[src/rtl/ple_pkg.sv]
// ple_pkg: shared types and codes for the positional list engine
// request and result structs, operation and status codes, sequencer states
// no dependencies

package ple_pkg;

  // operation codes
  localparam logic [2:0] OP_INS_FRONT = 3'd0;
  localparam logic [2:0] OP_INS_BACK  = 3'd1;
  localparam logic [2:0] OP_INS_POS   = 3'd2;
  localparam logic [2:0] OP_DEL_FRONT = 3'd3;
  localparam logic [2:0] OP_DEL_BACK  = 3'd4;
  localparam logic [2:0] OP_DEL_POS   = 3'd5;
  localparam logic [2:0] OP_READ_ALL  = 3'd6;
  localparam logic [2:0] OP_COUNT     = 3'd7;

  // status codes
  localparam logic [1:0] STAT_OK     = 2'd0;
  localparam logic [1:0] STAT_BADPOS = 2'd1;
  localparam logic [1:0] STAT_FULL   = 2'd2;
  localparam logic [1:0] STAT_EMPTY  = 2'd3;

  typedef struct packed {
    logic [2:0]         operation;
    logic signed [31:0] value;
    logic [7:0]         position;
  } req_t;

  typedef struct packed {
    logic [1:0]         status;
    logic signed [31:0] element;
    logic [5:0]         element_count;
    logic               last;
  } rsp_t;

  typedef enum logic [2:0] {
    S_IDLE,
    S_INS_RD,
    S_INS_MV,
    S_INS_PUT,
    S_DEL_RD,
    S_DEL_MV,
    S_DEL_FIN,
    S_RO_RD
  } state_t;

endpackage

[src/rtl/positional_list_engine.sv]
// positional_list_engine: ordered list of signed 32-bit values in an element memory
// one sequencer moves elements one at a time through the memory's read and write ports
// depends on ple_pkg

// Usage: raise start with a request while busy is low; the request is taken at that edge
// and busy rises the next cycle for any operation that walks the memory. Results leave on
// result, each marked by done for exactly one cycle; the receiver cannot hold them off, so
// it must take every result as it appears. Timing is set by the element memory, which
// moves one element at a time (registered read, then write). The steps:
//   insert at index k: cells from the back down to k each move one cell back, then the
//   new value is written at k and the result follows
//   delete at index k: cells after k each move one cell forward, then the length drops
//   and the result follows; read-out of n elements: each is read, then emitted, n results
//   count, errors, empty read-out: one result, busy stays low
// A full list rejects inserts with status full; deletes on an empty list report empty.
// Memory contents are not cleared at reset; only cells below the length are ever read.

module positional_list_engine
  import ple_pkg::*;
#(
  parameter int CAPACITY = 32
) (
  input  logic clk,
  input  logic rst,
  input  logic start,
  output logic busy,
  input  req_t request,
  output logic done,
  output rsp_t result
);

  // length must hold CAPACITY itself, memory index only CAPACITY-1
  localparam int LW = $clog2(CAPACITY + 1);
  localparam int AW = $clog2(CAPACITY);

  // element memory, one write and one registered read port
  logic signed [31:0] mem [CAPACITY];
  logic               mem_we;
  logic [AW-1:0]      mem_waddr;
  logic signed [31:0] mem_wdata;
  logic [AW-1:0]      mem_raddr;
  logic signed [31:0] mem_rdata;

  // sequencer and datapath registers
  state_t             state, state_next;
  logic [LW-1:0]      length, length_next;
  logic [LW-1:0]      cnt, cnt_next;
  logic [LW-1:0]      idx, idx_next;
  logic signed [31:0] val_r, val_next;
  logic               done_next;
  rsp_t               result_next;

  // read-out phase toggle: a cell is read in one phase and its data is emitted in the next
  logic ro_emit, ro_emit_next;
  logic ro_last;

  // decode of the incoming request
  logic          accept;
  logic          is_ins, is_del;
  logic          ins_bad, del_bad;
  logic          full, empty;
  logic [LW-1:0] ins_idx, del_idx;
  logic [8:0]    pos9, len9;
  logic [LW-1:0] pos_dec;
  logic [LW:0]   del_idx_inc;

  // step helpers for the walking counter
  logic [LW-1:0] cnt_dec, cnt_inc;
  logic [LW:0]   cnt_inc2;

  assign accept  = start && (state == S_IDLE);
  assign busy    = (state != S_IDLE);
  assign cnt_dec = cnt - 1'b1;
  assign cnt_inc = cnt + 1'b1;
  assign cnt_inc2 = {1'b0, cnt} + (LW+1)'(2);
  assign ro_last = (cnt_inc == length);

  always_comb begin
    pos9    = {1'b0, request.position};
    len9    = 9'(length);
    pos_dec = LW'(pos9 - 9'd1);
    full    = (length >= LW'(CAPACITY));
    empty   = (length == '0);
    is_ins  = 1'b0;
    is_del  = 1'b0;
    case (request.operation) inside
      OP_INS_FRONT, OP_INS_BACK, OP_INS_POS: is_ins = 1'b1;
      OP_DEL_FRONT, OP_DEL_BACK, OP_DEL_POS: is_del = 1'b1;
      default: ;
    endcase
    // positional range checks, insert allows one past the end
    ins_bad = (request.operation == OP_INS_POS) &&
              ((pos9 == 9'd0) || (pos9 > (len9 + 9'd1)));
    del_bad = (request.operation == OP_DEL_POS) &&
              ((pos9 == 9'd0) || (pos9 > len9));
    unique case (request.operation)
      OP_INS_FRONT: ins_idx = '0;
      OP_INS_BACK:  ins_idx = length;
      default:      ins_idx = pos_dec;
    endcase
    unique case (request.operation)
      OP_DEL_FRONT: del_idx = '0;
      OP_DEL_BACK:  del_idx = length - 1'b1;
      default:      del_idx = pos_dec;
    endcase
    del_idx_inc = {1'b0, del_idx} + 1'b1;
  end

  // next state
  always_comb begin
    state_next = state;
    unique case (state)
      S_IDLE: begin
        if (accept) begin
          if (is_ins && !ins_bad && !full) begin
            state_next = (length > ins_idx) ? S_INS_RD : S_INS_PUT;
          end else if (is_del && !empty && !del_bad) begin
            state_next = (del_idx_inc < {1'b0, length}) ? S_DEL_RD : S_DEL_FIN;
          end else if ((request.operation == OP_READ_ALL) && !empty) begin
            state_next = S_RO_RD;
          end
        end
      end
      S_INS_RD:  state_next = S_INS_MV;
      S_INS_MV:  state_next = (cnt_dec > idx) ? S_INS_RD : S_INS_PUT;
      S_INS_PUT: state_next = S_IDLE;
      S_DEL_RD:  state_next = S_DEL_MV;
      S_DEL_MV:  state_next = (cnt_inc2 < {1'b0, length}) ? S_DEL_RD : S_DEL_FIN;
      S_DEL_FIN: state_next = S_IDLE;
      S_RO_RD: begin
        // read-out alternates between reading a cell and emitting it
        state_next = S_RO_RD;
      end
      default:   state_next = S_IDLE;
    endcase
    if ((state == S_RO_RD) && ro_emit && ro_last) begin
      state_next = S_IDLE;
    end
  end

  // outputs and datapath
  always_comb begin
    mem_we       = 1'b0;
    mem_waddr    = cnt[AW-1:0];
    mem_wdata    = mem_rdata;
    mem_raddr    = cnt[AW-1:0];
    length_next  = length;
    cnt_next     = cnt;
    idx_next     = idx;
    val_next     = val_r;
    ro_emit_next = 1'b0;
    done_next    = 1'b0;
    result_next  = '{status: STAT_OK, element: '0, element_count: '0, last: 1'b1};
    unique case (state)
      S_IDLE: begin
        if (accept) begin
          val_next = request.value;
          if (is_ins) begin
            idx_next = ins_idx;
            cnt_next = length;
            if (ins_bad) begin
              done_next          = 1'b1;
              result_next.status = STAT_BADPOS;
            end else if (full) begin
              done_next          = 1'b1;
              result_next.status = STAT_FULL;
            end
          end else if (is_del) begin
            idx_next = del_idx;
            cnt_next = del_idx;
            if (empty) begin
              done_next          = 1'b1;
              result_next.status = STAT_EMPTY;
            end else if (del_bad) begin
              done_next          = 1'b1;
              result_next.status = STAT_BADPOS;
            end
          end else if (request.operation == OP_READ_ALL) begin
            cnt_next = '0;
            if (empty) begin
              done_next          = 1'b1;
              result_next.status = STAT_EMPTY;
            end
          end else begin
            // count
            done_next = 1'b1;
          end
        end
      end
      S_INS_RD: begin
        mem_raddr = cnt_dec[AW-1:0];
      end
      S_INS_MV: begin
        // shift one cell toward the back
        mem_we    = 1'b1;
        mem_waddr = cnt[AW-1:0];
        mem_wdata = mem_rdata;
        cnt_next  = cnt_dec;
      end
      S_INS_PUT: begin
        mem_we      = 1'b1;
        mem_waddr   = idx[AW-1:0];
        mem_wdata   = val_r;
        length_next = length + 1'b1;
        done_next   = 1'b1;
      end
      S_DEL_RD: begin
        mem_raddr = cnt_inc[AW-1:0];
      end
      S_DEL_MV: begin
        // shift one cell toward the front
        mem_we    = 1'b1;
        mem_waddr = cnt[AW-1:0];
        mem_wdata = mem_rdata;
        cnt_next  = cnt_inc;
      end
      S_DEL_FIN: begin
        length_next = length - 1'b1;
        done_next   = 1'b1;
      end
      S_RO_RD: begin
        mem_raddr = cnt[AW-1:0];
        if (ro_emit) begin
          done_next           = 1'b1;
          result_next.element = mem_rdata;
          result_next.last    = ro_last;
          cnt_next            = cnt_inc;
        end else begin
          ro_emit_next = 1'b1;
        end
      end
      default: ;
    endcase
    result_next.element_count = 6'(length_next);
  end

  // element memory
  always_ff @(posedge clk) begin
    if (mem_we) begin
      mem[mem_waddr] <= mem_wdata;
    end
  end

  always_ff @(posedge clk) begin
    mem_rdata <= mem[mem_raddr];
  end

  // control state
  always_ff @(posedge clk) begin
    if (rst) begin
      state   <= S_IDLE;
      length  <= '0;
      done    <= 1'b0;
      ro_emit <= 1'b0;
    end else begin
      state   <= state_next;
      length  <= length_next;
      done    <= done_next;
      ro_emit <= ro_emit_next;
    end
  end

  // payload and walking registers
  always_ff @(posedge clk) begin
    cnt    <= cnt_next;
    idx    <= idx_next;
    val_r  <= val_next;
    result <= result_next;
  end

endmodule

[config.mk]
export PLATFORM = sky130hd
export DESIGN_NAME = positional_list_engine
export DESIGN_NICKNAME = d
export VERILOG_FILES = /design/src/rtl/ple_pkg.sv /design/src/rtl/positional_list_engine.sv
export SDC_FILE = /design/constraint.sdc
export NUM_CORES = 2
export LEC_CHECK = 0
export ABC_AREA = 0
export BUFFER_PORTS_ARGS = -buffer_cell sky130_fd_sc_hd__buf_2
export CORE_ASPECT_RATIO = 0.7
export CORE_MARGIN = 2
export CORE_UTILIZATION = 40
export DETAILED_ROUTE_END_ITERATION = 6
export GPL_ROUTABILITY_DRIVEN = 0
export PLACE_DENSITY_LB_ADDON = 0.15
export SLEW_MARGIN = 25
export SYNTH_ARGS = -nofsm -noshare
export SYNTH_HDL_FRONTEND = slang
export SYNTH_SLANG_ARGS = --single-unit
[constraint.sdc]
create_clock -name clk -period 8.5 [get_ports clk]
set_input_delay 0 -clock clk [delete_from_list [all_inputs] [get_ports clk]]
set_output_delay 0 -clock clk [all_outputs]
set_load 0.02 [all_outputs]
# After elaboration in Yosys (flattened, before gate mapping)
# Memory sizes are Yosys's and may differ from the RTL's. A register that Yosys moved wholly into a read port is not among the register bits.
# Index checks and enable logic that the tools add are counted.
# totals
ff_bits,96
latch_bits,0
ram_bits,1024
romBits,0
inputBits,46
output_inout_bits,43
elab_cells,129
n_memories,1
# classes
addsub,8
mul,0
div,0
order_cmp,7
n_eq_ne,18
shift,0
muxes,49
n_bitwise,1
n_reduce_logical,34
# mem_list
name,depth,width,read_ports,rd_ports_with_merged_regs,write_ports,line_no,source
mem,32,32,1,1,1,positional_list_engine.sv:37,logic signed [31:0] mem [CAPACITY];
# op_table
cell,n
$mux W6,7
$pmux W6 S2,3
$mux W32,1
$pmux W6 S4,1
$mux W2,11
$eq A3 B3 Y1 const B,7
$pmux W3 S7,1
$mux W1,18
$sub A6 B1 Y6 const B,3
$add A6 B1 Y7 const B,2
$lt A7 B6 Y1,2
$add A6 B1 Y6 const B,2
$eq A3 B2 Y1 const B,4
$gt A6 B6 Y1,2
$mux W3,4
$logic_and A1 B1 Y1,10
$pmux W5 S2,1
$reduce_or A3 Y1,3
$gt A8 B6 Y1,1
$gt A8 B7 Y1,1
$logic_not A8 Y1,1
$add A6 B2 Y7 const B,1
$eq A3 B1 Y1 const B,2
$eq A6 B6 Y1,1
18 further kinds,28

# Longest topological paths before layout
# depth
ltp_word,10
depth_mapped,16
ltp_nobuf,15

# Least setup slack after synthesis
# No wires, ideal clock.
# synth_timing
path_type,register to register
start,register state[1]
end,memory mem[10][0] (enable)
setup_ns,0.421
t_arrival_ns,3.023
setup_slack_ns,5.055
path_stages_with_launch,9
n_path_buf,3
period_less_slack_ns,3.445
cell_sequence,dfxtp_1 buf_2 buf_2 nor2b_1 nand2_1 clkbuf_1 o31ai_1 nand2_1 nor2_1
# synth_via
elab_chain_len,5
elab_cells_between_ends,8
classes_between,eq/ne: 3; mux: 4; reduce/logical: 1
# synth_lines
item,line_no,source
start: declaration,positional_list_engine.sv:45,"state_t state, state_next;"
start signal: assignment,positional_list_engine.sv:256,state <= state_next;
$eq A3 B2 Y1 or $eq A3 B3 Y1 (tied branches),positional_list_engine.sv:154,unique case (state)
$reduce_or A3 Y1 (no source line),--,
$mux W1,positional_list_engine.sv:154,
$mux W1,positional_list_engine.sv:239,if (mem_we) begin
$mux W1 (implied by the code),positional_list_engine.sv:240,mem[mem_waddr] <= mem_wdata;
end: declaration,positional_list_engine.sv:37,
# Several ways; a longest one is shown, not always the timed one.

# Worst setup path in the final report
# layout_timing
start,register cnt[0]
end,register mem_rdata[26] (read register of mem)
# layout_via
elab_chain_len,2
elab_cells_between_ends,3
classes_between,add/sub: 2; mux: 1
# layout_lines
item,line_no,source
start: declaration,positional_list_engine.sv:47,"logic [LW-1:0] cnt, cnt_next;"
start signal: assignment,positional_list_engine.sv:265,cnt <= cnt_next;
$add A6 B1 Y6 or $sub A6 B1 Y6 (tied branches),"positional_list_engine.sv:74, positional_list_engine.sv:73",
$pmux W5 S2 *,positional_list_engine.sv:154,
end: declaration,positional_list_engine.sv:42,logic signed [31:0] mem_rdata;
# Every way passes the cells marked *; elsewhere a longest branch is shown, timed or not.
# A chain may end at the register's enable or synchronous reset.

==> key figures <==
Status
  – Run status: complete, no violations

Yosys
  – Count of mapped cells out of synthesis: 3418
  – Count of state elements after synthesis: 1152
  – Proportion of synthesized chip area in sequential cells: 73.46%
  – Post-synthesis net count: 3509
  – Post-Syn Area: 45950 um^2
  – Post-synth EDFFs: 1068
  – Avg Cell Area, Syn: 13.44 um^2
  – Number of warnings reported in the yosys synthesis log: 0
  – Share of async-settable or async-resettable flops after synthesis: 0%
  – Number of different library cells in the post-synthesis netlist: 70
  – Most used DFF post-synth: sky130_fd_sc_hd__edfxtp_1

Global route
  – Antenna violations before repair: 5
  – Largest net degree at the start of global routing: 192
  – Vias in the first global route: 26910
  – Overall Global Routing Usage: 23.17%
  – First-pass GRT wire length: 197600 um
  – Leftover overflow at the end of global routing: 0

Critical path
  – Critical path class: register to register
  – Arr. time, crit path: 5070 ps
  – Worst Reg2Reg Path Length in Cells: 11
  – CP endpoint kind: register
  – Data required time at the worst endpoint: 9080 ps
  – Worst reg2reg setup slack: 4010 ps
  – Reg-to-reg critical path endpoint: mem_rdata[26]$_DFF_P_
  – Beginning of the worst register-to-register path: cnt[0]$_DFFE_PP_
  – Worst-path maximum fanout: 188
  – Sort of element at the start of the critical path: register

Layout
  – Layout net count: 3607
  – Share of final-layout standard cells stronger than drive strength 1: 10.80%
  – Final Core Density: 46.19%
  – Non-filler instance count after layout: 5135
  – Relative area change from synthesis to final layout: 13.87%

STA
  – Setup repair after global routing missed its margin: false
  – Final hold slack: 22.76 ps
  – Highest attainable clock frequency: 222.8 MHz
  – Total count of hold-check failures in the final report: 0
  – Relative slew slack: 28.84%
  – Setup TNS after final layout: 0 ps
  – Tightest Pin Transition: 1067 ps
  – Crit path time final: 4489 ps
  – Final-report max-slew violation count: 0
  – Part of the cycle the worst path needs: 52.81%
  – Number of endpoints failing setup at the final stage: 0
  – Largest clock skew in the final design: 32.45 ps

Route
  – Per-cell routed wire length: 27.10 um
  – WL final: 139100 um
  – # DRC: 0
  – Vias after detailed routing: 29729
  – DRC violation total after the first TritonRoute iteration: 3615
  – DRT antenna net count: 0
  – Number of vias per cell after detailed routing: 5.789
  – Iteration count of the initial detailed-routing pass: 6

Clock network
  – Clock tree from TritonCTS: yes
  – Clock buffer count from CTS: 111
  – H-tree depth: 3
  – Cell chosen for the clock root: sky130_fd_sc_hd__clkbuf_16
  – Clock tree buffer depth: 3
  – Worst-skew pair later-pin latency: 720 ps
  – Number of clock sinks: 1152
  – Post-cts sizing count: 0
  – Register clock-pin slew on the reported worst setup and hold paths: 70 ps

Floorplan
  – Die width: 409.1 um
  – Num rows: 103
  – Die Ht: 287.6 um
  – Number of top-level design ports: 89
  – Total Die Area: 117600 um^2
  – Floorplan core area: 113300 um^2
  – Initial core utilization: 40.56%

Pwr
  – Ratio of total power to cell area: 300.7 nW/um^2
  – Leakage: 17.19 nW
  – Largest vdd supply drop: 0.1857 mV

Min path
  – Number of instances on the worst hold path: 2
  – Hold Crit Endpoint: val_r[21]$_DFFE_PP_
  – Worst Min Path Start: request[29]
  – Hold crit path type: primary input to register

Placement
  – Count of port buffers added during placement: 88
  – Number of placed instances, taps included: 4856
  – Post-DP HPWL: 67520 um

Run
  – Max Cap Viol: 0
[how the worst max path moves through the flow]
stage,from,endpoint,slack (ps),cells after the start
floorplan,state[1]$_SDFFE_PP0P_,mem[10][0]$_DFFE_PP_,5060,8
global placement,cnt[0]$_DFFE_PP_,mem_rdata[26]$_DFF_P_,4170,11
detailed placement,cnt[0]$_DFFE_PP_,mem_rdata[26]$_DFF_P_,4070,11
CTS,cnt[0]$_DFFE_PP_,mem_rdata[26]$_DFF_P_,4020,11
global route,cnt[0]$_DFFE_PP_,mem_rdata[26]$_DFF_P_,3670,11
finish,cnt[0]$_DFFE_PP_,mem_rdata[26]$_DFF_P_,4010,11
[metal layers]
layer,GRT usage [%],vias up,part of all wire [%]
li1,-,13128,-
met1,36.47,15179,48
met2,33.03,1262,42
met3,4.492,160,8.2
met4,4.798,0,1.7
met5,0,-,0
[report_power, final]
part | switching, W | internal [W]
Clock | 0.00215 | 0.00274
Sequential | 0.000137 | 0.00714
Combinational | 0.00263 | 0.000937
Total | 0.00492 | 0.0108
[registers in the layout, indices dropped and copies added, names as in the netlist]
name and flops:
cnt 6, val_r 32, mem 1024, result 41, ro_emit 1, done 1
idx 6, state 3, length 6, mem_rdata 32
[metrics by stage]
stage | setup slack, ps | cell area, um^2 | total power (W)
floorplan | 5055 | 45950 | 0.009757
global placement | 4167 | 48020 | 0.01093
detailed placement | 4066 | 48030 | 0.01092
CTS | 4024 | 52290 | 0.01580
global route | 3675 | 52310 | 0.01640
finish | 4011 | 52320 | 0.01573
[cell type report]
type,instances,area [um^2]
clock inverters,39,379.1
clock buffers,169,3186
repair buffers,215,1642
well taps,1522,1904
diodes,2,5.005
multi-input cells,2010,11350
inverters,26,97.59
flip-flops and latches,1152,33750
fillers,10036,60960
[cells in the mapped netlist, types with 8 or more instances]
cell type	count	share of area, %
sky130_fd_sc_hd__a21oi_1	285	3.1
sky130_fd_sc_hd__a32oi_1	257	4.9
sky130_fd_sc_hd__and2_1	35	0.48
sky130_fd_sc_hd__buf_1	12	0.098
sky130_fd_sc_hd__buf_2	76	0.83
sky130_fd_sc_hd__buf_4	22	0.36
sky130_fd_sc_hd__clkbuf_1	115	0.94
sky130_fd_sc_hd__dfxtp_1	84	3.7
sky130_fd_sc_hd__edfxtp_1	1068	70
sky130_fd_sc_hd__ha_1	45	1.2
sky130_fd_sc_hd__inv_1	25	0.20
sky130_fd_sc_hd__nand2_1	926	7.6
sky130_fd_sc_hd__nand2b_1	10	0.14
sky130_fd_sc_hd__nand3_1	15	0.16
sky130_fd_sc_hd__nor2_1	68	0.56
sky130_fd_sc_hd__nor2b_1	11	0.15
sky130_fd_sc_hd__nor3_1	15	0.16
sky130_fd_sc_hd__nor3b_1	8	0.13
sky130_fd_sc_hd__nor4_1	15	0.20
sky130_fd_sc_hd__nor4_2	20	0.54
sky130_fd_sc_hd__o21ai_0	23	0.25
sky130_fd_sc_hd__o22ai_1	131	1.8
sky130_fd_sc_hd__xnor2_1	28	0.53
sky130_fd_sc_hd__xor2_1	10	0.19
[layout by cell type (no fill, tap or decap), drive strengths merged, types with 7 or more instances in the layout]
master,n
ha,45
nor4,35
nor2b,12
o22ai,131
nor3,15
buf,146
xnor2,29
nor3b,8
dlygate4sd3,69
a31oi,7
a32oi,257
nand2b,10
and2,36
o21ai,25
nor2,69
clkinv,32
o21a,7
nand2,926
nand3,16
inv,28
xor2,10
clkbuf,169
nand3b,7
dfxtp,84
a21oi,285
edfxtp,1068
[cells by family after synthesis]
group,count (synthesis),share of synthesized area (%)
and+or+nand+nor,1154,10.61
DFF,1152,73.46
AOI/OAI and AO/OA,769,11.32
buffers and inverters,256,2.560
adders and majority gates,45,1.225
xor gates and xnor gates,39,0.7598
muxes,3,0.06536
[repair_timing]
item                      CTS  global route
hold buffers               69             0
buffers inserted            0             0
hold endpoints to repair   61             0
[critical path, stage by stage, from the launching register on]
cell                       delay [ps]
sky130_fd_sc_hd__edfxtp_1         680
sky130_fd_sc_hd__inv_1            190
sky130_fd_sc_hd__ha_1             460
sky130_fd_sc_hd__nor3b_1          220
sky130_fd_sc_hd__o21ai_1          150
sky130_fd_sc_hd__nand3_4          110
sky130_fd_sc_hd__buf_4            740
sky130_fd_sc_hd__buf_12           720
sky130_fd_sc_hd__nand2_1          160
sky130_fd_sc_hd__a32oi_1          260
sky130_fd_sc_hd__o22ai_1          110
sky130_fd_sc_hd__nor4_1           460
(Power assumes the default switching activity.)
